==> config.mk <==
export PLATFORM = sky130hd
export DESIGN_NAME = delimiter_keyword_splitter_unit_flat
export DESIGN_NICKNAME = d
export VERILOG_FILES = /design/src/rtl/dks_pkg.sv /design/src/rtl/dks_ifs.sv /design/src/rtl/dks_ram.sv /design/src/rtl/dks_front.sv /design/src/rtl/dks_queue.sv /design/src/rtl/dks_back.sv /design/src/rtl/delimiter_keyword_splitter_unit.sv /design/src/flat_wrapper.sv
export SDC_FILE = /design/constraint.sdc
export NUM_CORES = 2
export LEC_CHECK = 0
export BUFFER_PORTS_ARGS = -buffer_cell sky130_fd_sc_hd__buf_4
export CAP_MARGIN = 10
export CORE_ASPECT_RATIO = 1.2
export CORE_MARGIN = 3
export CORE_UTILIZATION = 45
export CTS_CLUSTER_DIAMETER = 60
export CTS_CLUSTER_SIZE = 8
export DETAILED_ROUTE_END_ITERATION = 16
export RECOVER_POWER = 25
export SYNTH_ARGS = -nofsm -noshare
export SYNTH_HDL_FRONTEND = slang
export SYNTH_SLANG_ARGS = --single-unit
==> constraint.sdc <==
create_clock -name clk -period 5.36 [get_ports clk]
set_clock_uncertainty 0.05 [all_clocks]
set_input_delay 0.804 -clock clk [delete_from_list [all_inputs] [get_ports clk]]
set_output_delay 0.804 -clock clk [all_outputs]
set_load 0.02 [all_outputs]
==> src/rtl/dks_pkg.sv <==
`default_nettype none
package dks_pkg;

	localparam int MAX_TOKEN = 64;
	localparam int IDX_W     = $clog2(MAX_TOKEN);
	localparam int LEN_W     = $clog2(MAX_TOKEN + 1);
	localparam int ADDR_W    = IDX_W + 1;
	localparam int RAM_DEPTH = 1 << ADDR_W;

	localparam int BYTE_W    = 8;
	localparam int MAP_W     = 1 << BYTE_W;
	localparam int CFG_W     = 64;
	localparam int CFG_IDX_W = 3;
	localparam int MINLEN_W  = 7;

	localparam logic [CFG_W-1:0]    MAP_LOW_RST     = 64'd126585571116032;
	localparam logic [CFG_W-1:0]    MAP_MID_LOW_RST = 64'd2882303764335689729;
	localparam logic [CFG_W-1:0]    MAP_MID_HI_RST  = 64'd0;
	localparam logic [CFG_W-1:0]    MAP_HIGH_RST    = 64'd0;
	localparam logic [MINLEN_W-1:0] MIN_LEN_RST     = 7'd4;

	typedef enum logic [CFG_IDX_W-1:0] {
		CFG_MAP_LOW     = 3'd0,
		CFG_MAP_MID_LOW = 3'd1,
		CFG_MAP_MID_HI  = 3'd2,
		CFG_MAP_HIGH    = 3'd3,
		CFG_MIN_LEN     = 3'd4
	} cfg_reg_t;

	typedef enum logic {
		BK_IDLE,
		BK_SHOW
	} back_state_t;

	// one closed token waiting to be drained
	typedef struct packed {
		logic             bank;
		logic [LEN_W-1:0] len;
		logic             ovf;
	} dks_desc_t;

endpackage
`default_nettype wire

==> src/rtl/dks_ifs.sv <==
`default_nettype none
interface dks_in_if;
	import dks_pkg::*;
	logic              valid;
	logic              ready;
	logic [BYTE_W-1:0] in_byte;
	logic              keyword_end;

	modport source (output valid, output in_byte, output keyword_end, input ready);
	modport sink (input valid, input in_byte, input keyword_end, output ready);
endinterface

interface dks_out_if;
	import dks_pkg::*;
	logic              valid;
	logic              ready;
	logic [BYTE_W-1:0] token_byte;
	logic              token_last;
	logic              truncated;

	modport source (output valid, output token_byte, output token_last, output truncated,
		input ready);
	modport sink (input valid, input token_byte, input token_last, input truncated,
		output ready);
endinterface
`default_nettype wire

==> src/rtl/dks_ram.sv <==
`default_nettype none
module dks_ram #(
	parameter int WIDTH = 8,
	parameter int DEPTH = 128
) (
	input  wire logic                     clk,
	input  wire logic                     we,
	input  wire logic [$clog2(DEPTH)-1:0] waddr,
	input  wire logic [WIDTH-1:0]         wdata,
	input  wire logic                     re,
	input  wire logic [$clog2(DEPTH)-1:0] raddr,
	output logic      [WIDTH-1:0]         rdata
);

	logic [WIDTH-1:0] mem_q [DEPTH];

	always_ff @(posedge clk) begin
		if (we) begin
			mem_q[waddr] <= wdata;
		end
		if (re) begin
			rdata <= mem_q[raddr];
		end
	end

endmodule
`default_nettype wire

==> src/rtl/dks_front.sv <==
`default_nettype none
module dks_front import dks_pkg::*; (
	input  wire logic                clk,
	input  wire logic                arst_n,
	dks_in_if.sink                   in_ch,
	input  wire logic [MAP_W-1:0]    delim_map,
	input  wire logic [MINLEN_W-1:0] min_length,
	input  wire logic                q_full,
	output logic                     push,
	output dks_desc_t                push_desc,
	output logic                     ram_we,
	output logic [ADDR_W-1:0]        ram_waddr,
	output logic [BYTE_W-1:0]        ram_wdata
);

	logic [LEN_W-1:0]    len_q;
	logic                ovf_q;
	logic                seen_q;
	logic                bank_q;

	logic                accept;
	logic                is_delim;
	logic                buf_full;
	logic [LEN_W-1:0]    len_inc;
	logic                ovf_nx;
	logic                closing;
	logic                allowed;
	logic [LEN_W-1:0]    close_len;
	logic                close_ovf;
	logic [MINLEN_W-1:0] need;

	// both banks busy means the queue is full
	assign in_ch.ready = !q_full;

	always_comb begin
		accept    = in_ch.valid && in_ch.ready;
		is_delim  = delim_map[in_ch.in_byte];
		need      = (min_length == '0) ? MINLEN_W'(1) : min_length;
		buf_full  = (len_q == LEN_W'(MAX_TOKEN));
		len_inc   = buf_full ? len_q : len_q + LEN_W'(1);
		ovf_nx    = ovf_q || buf_full;

		if (is_delim) begin
			closing   = 1'b1;
			allowed   = 1'b1;
			close_len = len_q;
			close_ovf = ovf_q;
		end else begin
			closing   = in_ch.keyword_end;
			allowed   = seen_q;
			close_len = len_inc;
			close_ovf = ovf_nx;
		end

		push = accept && closing && allowed && (close_len != '0)
			&& (MINLEN_W'(close_len) >= need);
		push_desc.bank = bank_q;
		push_desc.len  = close_len;
		push_desc.ovf  = close_ovf;

		ram_we    = accept && !is_delim && !buf_full;
		ram_waddr = {bank_q, len_q[IDX_W-1:0]};
		ram_wdata = in_ch.in_byte;
	end

	always_ff @(posedge clk or negedge arst_n) begin
		if (!arst_n) begin
			len_q  <= '0;
			ovf_q  <= 1'b0;
			seen_q <= 1'b0;
			bank_q <= 1'b0;
		end else if (accept) begin
			if (is_delim || in_ch.keyword_end) begin
				len_q <= '0;
				ovf_q <= 1'b0;
			end else begin
				len_q <= len_inc;
				ovf_q <= ovf_nx;
			end
			seen_q <= in_ch.keyword_end ? 1'b0 : (seen_q || is_delim);
			if (push) begin
				bank_q <= !bank_q;
			end
		end
	end

endmodule
`default_nettype wire

==> src/rtl/dks_queue.sv <==
`default_nettype none
module dks_queue import dks_pkg::*; (
	input  wire logic      clk,
	input  wire logic      arst_n,
	input  wire logic      push,
	input  wire dks_desc_t push_desc,
	output logic           full,
	input  wire logic      pop,
	output logic           q_valid,
	output dks_desc_t      q_desc
);

	dks_desc_t  entry_q [2];
	logic       wr_ptr_q;
	logic       rd_ptr_q;
	logic [1:0] count_q;

	assign full    = (count_q == 2'd2);
	assign q_valid = (count_q != 2'd0);
	assign q_desc  = entry_q[rd_ptr_q];

	always_ff @(posedge clk) begin
		if (push) begin
			entry_q[wr_ptr_q] <= push_desc;
		end
	end

	always_ff @(posedge clk or negedge arst_n) begin
		if (!arst_n) begin
			wr_ptr_q <= 1'b0;
			rd_ptr_q <= 1'b0;
			count_q  <= 2'd0;
		end else begin
			if (push) begin
				wr_ptr_q <= !wr_ptr_q;
			end
			if (pop) begin
				rd_ptr_q <= !rd_ptr_q;
			end
			case ({push, pop})
				2'b10:   count_q <= count_q + 2'd1;
				2'b01:   count_q <= count_q - 2'd1;
				default: count_q <= count_q;
			endcase
		end
	end

	a_no_overrun: assert property (@(posedge clk) disable iff (!arst_n) !(push && full))
		else $error("token queue overrun");
	a_no_underrun: assert property (@(posedge clk) disable iff (!arst_n) !(pop && !q_valid))
		else $error("token queue underrun");
	a_count_range: assert property (@(posedge clk) disable iff (!arst_n) count_q != 2'd3)
		else $error("token queue count out of range");

endmodule
`default_nettype wire

==> src/rtl/dks_back.sv <==
`default_nettype none
module dks_back import dks_pkg::*; (
	input  wire logic              clk,
	input  wire logic              arst_n,
	input  wire logic              q_valid,
	input  wire dks_desc_t         q_desc,
	output logic                   pop,
	output logic                   ram_re,
	output logic [ADDR_W-1:0]      ram_raddr,
	input  wire logic [BYTE_W-1:0] ram_rdata,
	dks_out_if.source              out_ch
);

	back_state_t      state_q;
	back_state_t      state_nx;
	logic [IDX_W-1:0] idx_q;
	logic [IDX_W-1:0] idx_nx;
	logic             last;

	assign last = (LEN_W'(idx_q) + LEN_W'(1)) == q_desc.len;

	assign out_ch.valid      = (state_q == BK_SHOW);
	assign out_ch.token_byte = ram_rdata;
	assign out_ch.token_last = last;
	assign out_ch.truncated  = q_desc.ovf;

	always_comb begin
		state_nx  = state_q;
		idx_nx    = idx_q;
		ram_re    = 1'b0;
		ram_raddr = {q_desc.bank, idx_q};
		pop       = 1'b0;
		case (state_q)
			BK_IDLE: begin
				if (q_valid) begin
					ram_re    = 1'b1;
					ram_raddr = {q_desc.bank, {IDX_W{1'b0}}};
					idx_nx    = '0;
					state_nx  = BK_SHOW;
				end
			end
			BK_SHOW: begin
				if (out_ch.ready) begin
					if (last) begin
						pop      = 1'b1;
						state_nx = BK_IDLE;
					end else begin
						ram_re    = 1'b1;
						idx_nx    = idx_q + IDX_W'(1);
						ram_raddr = {q_desc.bank, idx_nx};
					end
				end
			end
			default: state_nx = BK_IDLE;
		endcase
	end

	always_ff @(posedge clk or negedge arst_n) begin
		if (!arst_n) begin
			state_q <= BK_IDLE;
			idx_q   <= '0;
		end else begin
			state_q <= state_nx;
			idx_q   <= idx_nx;
		end
	end

	a_show_has_desc: assert property (@(posedge clk) disable iff (!arst_n)
		state_q == BK_SHOW |-> q_valid)
		else $error("drain active without a queued token");

endmodule
`default_nettype wire

==> src/rtl/delimiter_keyword_splitter_unit.sv <==
`default_nettype none
// Channel   Dir  Payload                               Transfer
// in_ch     in   in_byte[7:0], keyword_end             valid && ready
// out_ch    out  token_byte[7:0], token_last, truncated valid && ready
// cfg       in   cfg_index[2:0], cfg_wdata[63:0]        cfg_we (no back-pressure)
//
// Input side takes one byte per cycle whenever a token bank is free; it
// stalls only while both banks hold closed tokens not yet drained.
// Output side sends one byte of a token per cycle while out_ch is ready, and
// passes through its idle state between tokens to issue the read of the next
// token's first byte on the single read port of the token RAM.
// arst_n clears all control state and restores the configuration defaults;
// RAM contents are not cleared (only written bytes are ever read).
module delimiter_keyword_splitter_unit import dks_pkg::*; (
	input  wire logic                 clk,
	input  wire logic                 arst_n,
	input  wire logic                 cfg_we,
	input  wire logic [CFG_IDX_W-1:0] cfg_index,
	input  wire logic [CFG_W-1:0]     cfg_wdata,
	dks_in_if.sink                    in_ch,
	dks_out_if.source                 out_ch
);

	// configuration registers
	logic [CFG_W-1:0]    map_low_q;
	logic [CFG_W-1:0]    map_mid_low_q;
	logic [CFG_W-1:0]    map_mid_hi_q;
	logic [CFG_W-1:0]    map_high_q;
	logic [MINLEN_W-1:0] min_len_q;

	// front -> queue
	logic                push;
	dks_desc_t           push_desc;
	logic                q_full;

	// queue -> back
	logic                q_valid;
	dks_desc_t           q_desc;
	logic                pop;

	// token RAM: two banks of MAX_TOKEN bytes, bank bit is the address MSB
	logic                ram_we;
	logic [ADDR_W-1:0]   ram_waddr;
	logic [BYTE_W-1:0]   ram_wdata;
	logic                ram_re;
	logic [ADDR_W-1:0]   ram_raddr;
	logic [BYTE_W-1:0]   ram_rdata;

	// indexes beyond the register list are ignored
	always_ff @(posedge clk or negedge arst_n) begin
		if (!arst_n) begin
			map_low_q     <= MAP_LOW_RST;
			map_mid_low_q <= MAP_MID_LOW_RST;
			map_mid_hi_q  <= MAP_MID_HI_RST;
			map_high_q    <= MAP_HIGH_RST;
			min_len_q     <= MIN_LEN_RST;
		end else if (cfg_we) begin
			case (cfg_index)
				CFG_MAP_LOW:     map_low_q     <= cfg_wdata;
				CFG_MAP_MID_LOW: map_mid_low_q <= cfg_wdata;
				CFG_MAP_MID_HI:  map_mid_hi_q  <= cfg_wdata;
				CFG_MAP_HIGH:    map_high_q    <= cfg_wdata;
				CFG_MIN_LEN:     min_len_q     <= cfg_wdata[MINLEN_W-1:0];
				default: ;
			endcase
		end
	end

	// Front: classifies each byte, stores token bytes, decides emission at close
	dks_front u_front (
		.clk        (clk),
		.arst_n     (arst_n),
		.in_ch      (in_ch),
		.delim_map  ({map_high_q, map_mid_hi_q, map_mid_low_q, map_low_q}),
		.min_length (min_len_q),
		.q_full     (q_full),
		.push       (push),
		.push_desc  (push_desc),
		.ram_we     (ram_we),
		.ram_waddr  (ram_waddr),
		.ram_wdata  (ram_wdata)
	);

	// Two-entry queue of closed tokens, one per bank
	dks_queue u_queue (
		.clk       (clk),
		.arst_n    (arst_n),
		.push      (push),
		.push_desc (push_desc),
		.full      (q_full),
		.pop       (pop),
		.q_valid   (q_valid),
		.q_desc    (q_desc)
	);

	dks_ram #(
		.WIDTH (BYTE_W),
		.DEPTH (RAM_DEPTH)
	) u_ram (
		.clk   (clk),
		.we    (ram_we),
		.waddr (ram_waddr),
		.wdata (ram_wdata),
		.re    (ram_re),
		.raddr (ram_raddr),
		.rdata (ram_rdata)
	);

	// Back: drains a queued token byte by byte; the RAM read register
	// holds the byte on offer while out_ch stalls
	dks_back u_back (
		.clk       (clk),
		.arst_n    (arst_n),
		.q_valid   (q_valid),
		.q_desc    (q_desc),
		.pop       (pop),
		.ram_re    (ram_re),
		.ram_raddr (ram_raddr),
		.ram_rdata (ram_rdata),
		.out_ch    (out_ch)
	);

endmodule
`default_nettype wire
==> src/flat_wrapper.sv <==
// flat-port wrapper written by rule: the top's interface ports become plain ports
module delimiter_keyword_splitter_unit_flat import dks_pkg::*;
  (clk, arst_n, cfg_we, cfg_index, cfg_wdata, in_ch_valid, in_ch_in_byte, in_ch_keyword_end, in_ch_ready, out_ch_valid, out_ch_token_byte, out_ch_token_last, out_ch_truncated, out_ch_ready);
  dks_in_if in_ch_i ();
  dks_out_if out_ch_i ();
  input  wire logic clk;
  input  wire logic arst_n;
  input  wire logic cfg_we;
  input  wire logic [CFG_IDX_W-1:0] cfg_index;
  input  wire logic [CFG_W-1:0] cfg_wdata;
  input wire logic [$bits(in_ch_i.valid)-1:0] in_ch_valid;
  input wire logic [$bits(in_ch_i.in_byte)-1:0] in_ch_in_byte;
  input wire logic [$bits(in_ch_i.keyword_end)-1:0] in_ch_keyword_end;
  output wire logic [$bits(in_ch_i.ready)-1:0] in_ch_ready;
  output wire logic [$bits(out_ch_i.valid)-1:0] out_ch_valid;
  output wire logic [$bits(out_ch_i.token_byte)-1:0] out_ch_token_byte;
  output wire logic [$bits(out_ch_i.token_last)-1:0] out_ch_token_last;
  output wire logic [$bits(out_ch_i.truncated)-1:0] out_ch_truncated;
  input wire logic [$bits(out_ch_i.ready)-1:0] out_ch_ready;
  assign in_ch_i.valid = in_ch_valid;
  assign in_ch_i.in_byte = in_ch_in_byte;
  assign in_ch_i.keyword_end = in_ch_keyword_end;
  assign in_ch_ready = in_ch_i.ready;
  assign out_ch_valid = out_ch_i.valid;
  assign out_ch_token_byte = out_ch_i.token_byte;
  assign out_ch_token_last = out_ch_i.token_last;
  assign out_ch_truncated = out_ch_i.truncated;
  assign out_ch_i.ready = out_ch_ready;
  delimiter_keyword_splitter_unit u_core (.clk(clk), .arst_n(arst_n), .cfg_we(cfg_we), .cfg_index(cfg_index), .cfg_wdata(cfg_wdata), .in_ch(in_ch_i), .out_ch(out_ch_i));
endmodule
==> summary.md <==
Status
* result of the run: complete, but fails checks
* failing checks: capacitance limit, slew limit

Yosys
* Simple-Gate Fraction of Synth Area: 12.4%
* XOR/XNOR Fraction of Synth Area: 0.347%
* area fraction of the dominant cell type after synthesis: 57.2%
* count of cell types in the netlist: 76
* portion of the post-synthesis area used by sequential elements: 70.1%
* synthesized net count: 4141
* biggest area contributors in the synthesized netlist: sky130_fd_sc_hd__edfxtp_1 (57%), sky130_fd_sc_hd__dfrtp_1 (12%), sky130_fd_sc_hd__nand2_1 (6.3%)
* Most used DFF post-synth: sky130_fd_sc_hd__edfxtp_1
* Netlist Area Pre-Place: 55100 µm²
* number of enable-type register cells in the synthesized netlist: 1050
* cell taking the most area after synthesis: sky130_fd_sc_hd__edfxtp_1
* Post-Synthesis Mean Instance Area: 13.6 µm²
* share of cell area taken by muxes after synthesis: 9.29%
* Compound-Gate Fraction of Synth Area: 5.22%
* number of warnings issued by yosys: 0
* share of flip-flops with an asynchronous set or reset: 21.3%
* Adder-Cell Fraction of Synth Area: 0.250%
* number of instances in the synthesized netlist: 4049
* number of storage elements in the synthesis netlist: 1334
* combinational family with the most area after synthesis: simple AND/OR/NAND/NOR gates

Final layout
* number of nets in the layout: 4490
* number of standard cells in the final layout excluding fillers: 6117
* fraction of final layout cells sized beyond drive strength 1: 22.0%
* P&R area growth vs syn: 17.5%

Power
* Max VDD drop: 461 µV
* clock share of power: 33.3%
* proportion of power drawn by flip-flops and latches: 38.4%
* Internal Dissipation: 21.3 mW
* switching part of the total power: 33.2%
* power density over the cells: 492 nW/µm²
* Overall Power: 31.9 mW
* leakage power: 23.5 nW
* part of the total power dissipated in combinational logic: 28.3%
* Switch Pwr: 10.6 mW

Critical path
* Critical R2R Launch: u_core.u_back.idx_q[0]$_DFFE_PN0P_
* Data arrival, critical path: 5.72 ns
* Worst setup startpoint: in_ch_in_byte[3]
* endpoint class of the critical path: flip-flop
* worst path required time: 5.96 ns
* register-to-register setup slack: 0.30 ns
* Setup crit start kind: primary input
* largest driver fanout on the critical path: 18
* depth of the most critical reg-to-reg path: 15
* endpoint of the lowest-slack register-to-register path: u_core.u_ram.rdata[7]$_DFFE_PP_
* classification of the worst setup path: primary input to flip-flop
* worst setup path endpoint: u_core.u_queue.count_q[1]$_DFFE_PN0P_

Timing
* worst-margin pin slew: 3.45 ns
* final setup violation count: 0
* number of endpoints with negative hold slack in the final report: 0
* final max-slew violation count: 474
* setup repair after global routing missed its margin: false
* minimum clock period: 5.13 ns
* Slew headroom: -130%
* fin crit share: 95.6%
* minimum hold slack: 0.215 ns
* final-layout setup total negative slack: 0 ns
* highest attainable clock frequency: 195 MHz

CTS
* number of CTS-inserted buffers: 185
* clock net sink count: 1334
* register clock-pin slew on the reported worst setup and hold paths: 0.05 ns
* TritonCTS clock tree: done
* hold bufs inserted after CTS: 0
* deepest clock path buffer count: 3
* Setup Fix Bufs, Post-CTS: 0
* Skew-Pair Late Insertion Delay: 0.78 ns
* H-Tree Level Count: 4
* PostCTS Resize Cnt: 0
* cell chosen for the clock root: sky130_fd_sc_hd__clkbuf_16

Global routing
* first-pass GRT wire length: 236 mm
* pin count of the biggest net entering global routing: 129
* sum of overflow across all layers after global routing: 0
* initial antenna violation count: 3
* global routing usage summed across all routing layers: 25.1%
* vias in the first global route: 35200

Die
* core area: 122000 µm²
* die outline width: 326 µm
* count of standard-cell rows: 140
* Initial Util: 45.4%
* I/O pin total: 93
* Die Area: 127000 µm²
* Die Span Y: 389 µm

Min path
* class of the worst hold path: primary input to flip-flop

Drt
* Vias: 35500
* detailed-route DRC error count: 0
* number of routed nets with antenna violations: 0
* initial DRC count: 3661
* Routed Wire Length: 160 mm
* routed via count divided by cell count: 5.81
* detail-routed net length per standard cell: 26.2 µm
* First-pass DRT Iterations: 5

Place
* Post-DP HPWL: 102 mm
* Cells after DPL: 5844
* RePlAce Congestion: 0.826
* number of input and output port buffers inserted: 92

Job
* total of max-cap violations: 7

[registers in the layout, indices dropped and copies added (netlist names), 2 cells and up]
name / count
u_core.map_low_q: 64
u_core.u_front.len_q: 7
u_core.u_queue.entry_q: 18
u_core.u_queue.count_q: 2
u_core.map_high_q: 64
u_core.u_ram.mem_q: 1024
u_core.min_len_q: 7
u_core.u_ram.rdata: 8
u_core.u_back.idx_q: 6
u_core.map_mid_hi_q: 64
u_core.map_mid_low_q: 64
[cell usage after synthesis (6+ instances only)]
cell	n
sky130_fd_sc_hd__ha_1	11
sky130_fd_sc_hd__nor2b_1	9
sky130_fd_sc_hd__nor3_1	12
sky130_fd_sc_hd__buf_1	29
sky130_fd_sc_hd__nand2b_1	9
sky130_fd_sc_hd__or4_1	7
sky130_fd_sc_hd__dfrtp_1	269
sky130_fd_sc_hd__a32oi_1	12
sky130_fd_sc_hd__a31oi_1	128
sky130_fd_sc_hd__nor2_1	166
sky130_fd_sc_hd__edfxtp_1	1050
sky130_fd_sc_hd__o21ai_0	45
sky130_fd_sc_hd__buf_4	13
sky130_fd_sc_hd__buf_6	7
sky130_fd_sc_hd__a21oi_1	51
sky130_fd_sc_hd__a211oi_1	57
sky130_fd_sc_hd__and3_1	61
sky130_fd_sc_hd__a311oi_1	40
sky130_fd_sc_hd__mux2_2	259
sky130_fd_sc_hd__o221ai_1	6
sky130_fd_sc_hd__nand4_1	45
sky130_fd_sc_hd__buf_2	112
sky130_fd_sc_hd__xnor2_1	16
sky130_fd_sc_hd__inv_1	16
sky130_fd_sc_hd__nand2_1	927
sky130_fd_sc_hd__nor4_1	17
sky130_fd_sc_hd__mux4_2	76
sky130_fd_sc_hd__o31ai_1	6
sky130_fd_sc_hd__dfstp_2	15
sky130_fd_sc_hd__mux2i_1	48
sky130_fd_sc_hd__clkbuf_1	99
sky130_fd_sc_hd__o22ai_1	14
sky130_fd_sc_hd__nand3_1	327
sky130_fd_sc_hd__and2_1	7
[how the worst min path moves through the flow]
stage | startpoint | to | slack, ns | cells after the start
after floorplan | u_core.u_front.bank_q$_DFFE_PN0P_ | u_core.u_queue.entry_q[0][8]$_DFFE_PP_ | 0.39 | 0
after global placement | u_core.map_high_q[13]$_DFFE_PN0P_ | u_core.map_high_q[13]$_DFFE_PN0P_ | 0.43 | 1
after detailed placement | u_core.map_high_q[13]$_DFFE_PN0P_ | u_core.map_high_q[13]$_DFFE_PN0P_ | 0.44 | 1
after CTS | arst_n | u_core.map_high_q[26]$_DFFE_PN0P_ | 0.03 | 1
after global routing | in_ch_keyword_end | u_core.u_front.seen_q$_DFFE_PN0P_ | 0.18 | 2
final | in_ch_keyword_end | u_core.u_front.seen_q$_DFFE_PN0P_ | 0.21 | 2
[area by class of cell]
class	count	area [µm²]
sequential	1334	38700
clock inverter	8	128
clock buffer	263	5060
multi-input combinational	2432	15300
fill	10200	56700
antenna	2	5.00
inverter	23	103
tap	1633	2040
timing repair buffer	422	3520
[kinds of logic (layout without fill, tap and decap cells)]
kind of cell / Yosys count / in the layout
simple gates: 1597 / 1597
fa+ha+maj: 11 / 11
compound gates: 419 / 419
mux: 384 / 384
other cells: 0 / 2
flops: 1334 / 1334
buf+inv: 283 / 716
xor+xnor: 21 / 21
[through the flow]
step	util, %	worst slack (ns)	area (µm²)
after global routing	53.3	0.00399	64800
after floorplan	-	0.0150	55200
after global placement	49.2	-0.550	59800
after detailed placement	49.2	-0.461	59800
final	53.3	0.234	64800
after CTS	53.4	0.356	64900
[metal layers]
layer	part of all wire [%]	wire, µm	up-vias	GRT usage (%)
met2	50	80200	1439	42.6
met4	4.2	6800	2	10.7
li1	-	-	15800	-
met3	6.6	10600	304	4.27
met5	0.0081	13	-	0
met1	39	62600	18000	31.9
[cell usage in the layout (no fill, tap or decap), types with 5 or more instances in the layout]
master and n:
sky130_fd_sc_hd__a31oi_1 127, sky130_fd_sc_hd__o21ai_0 44, sky130_fd_sc_hd__a21oi_1 51, sky130_fd_sc_hd__o22ai_1 14, sky130_fd_sc_hd__edfxtp_1 1050, sky130_fd_sc_hd__a311oi_1 40, sky130_fd_sc_hd__clkbuf_16 191, sky130_fd_sc_hd__nor2b_1 9
sky130_fd_sc_hd__o211ai_1 5, sky130_fd_sc_hd__buf_12 35, sky130_fd_sc_hd__o31ai_1 6, sky130_fd_sc_hd__ha_1 10, sky130_fd_sc_hd__inv_1 15, sky130_fd_sc_hd__nand2_1 926, sky130_fd_sc_hd__nor2_1 162, sky130_fd_sc_hd__a21o_1 5
sky130_fd_sc_hd__nor4_1 17, sky130_fd_sc_hd__mux4_2 76, sky130_fd_sc_hd__nor3_1 12, sky130_fd_sc_hd__o221ai_1 6, sky130_fd_sc_hd__buf_4 358, sky130_fd_sc_hd__nand3_1 325, sky130_fd_sc_hd__a211oi_1 57, sky130_fd_sc_hd__nand4_1 45
sky130_fd_sc_hd__o41ai_1 5, sky130_fd_sc_hd__and3_1 61, sky130_fd_sc_hd__and2_1 5, sky130_fd_sc_hd__mux2i_1 48, sky130_fd_sc_hd__nand2b_1 9, sky130_fd_sc_hd__clkbuf_1 95, sky130_fd_sc_hd__dfrtp_1 269, sky130_fd_sc_hd__xnor2_1 15
sky130_fd_sc_hd__dfstp_2 15, sky130_fd_sc_hd__or4_1 7, sky130_fd_sc_hd__a2111oi_0 5, sky130_fd_sc_hd__a32oi_1 12, sky130_fd_sc_hd__mux2_2 259
[worst max-delay path: stages]
cell and delay, ns:
sky130_fd_sc_hd__clkbuf_1 0.65, sky130_fd_sc_hd__inv_1 0.22, sky130_fd_sc_hd__buf_12 0.22, sky130_fd_sc_hd__mux2i_1 0.11, sky130_fd_sc_hd__o21ai_0 0.32, sky130_fd_sc_hd__o21ai_0 0.16
sky130_fd_sc_hd__buf_4 0.17, sky130_fd_sc_hd__nor4_1 0.23, sky130_fd_sc_hd__o21ai_1 0.11, sky130_fd_sc_hd__and3_1 0.26, sky130_fd_sc_hd__buf_4 0.16, sky130_fd_sc_hd__buf_4 0.19
sky130_fd_sc_hd__o21ai_0 0.29, sky130_fd_sc_hd__ha_1 0.30, sky130_fd_sc_hd__a21o_1 0.16, sky130_fd_sc_hd__a21o_1 0.17, sky130_fd_sc_hd__a21oi_1 0.15, sky130_fd_sc_hd__nor2b_1 0.06
sky130_fd_sc_hd__o21ai_1 0.11, sky130_fd_sc_hd__nand2b_1 0.07, sky130_fd_sc_hd__a21oi_1 0.12, sky130_fd_sc_hd__a2111o_1 0.21, sky130_fd_sc_hd__ha_4 0.16, sky130_fd_sc_hd__xnor2_1 0.11
sky130_fd_sc_hd__nor2_1 0.06, sky130_fd_sc_hd__xor2_1 0.13
[power groups by stage]
stage	clock, mW	combinational (mW)	sequential (mW)
after floorplan	0	5.41	12.2
after global placement	0	8.91	12.4
after detailed placement	0	8.99	12.4
after CTS	10.8	9.02	12.2
after global routing	11.2	9.66	12.3
final	10.6	9.02	12.2
Power figures use the tool's default switching activity.
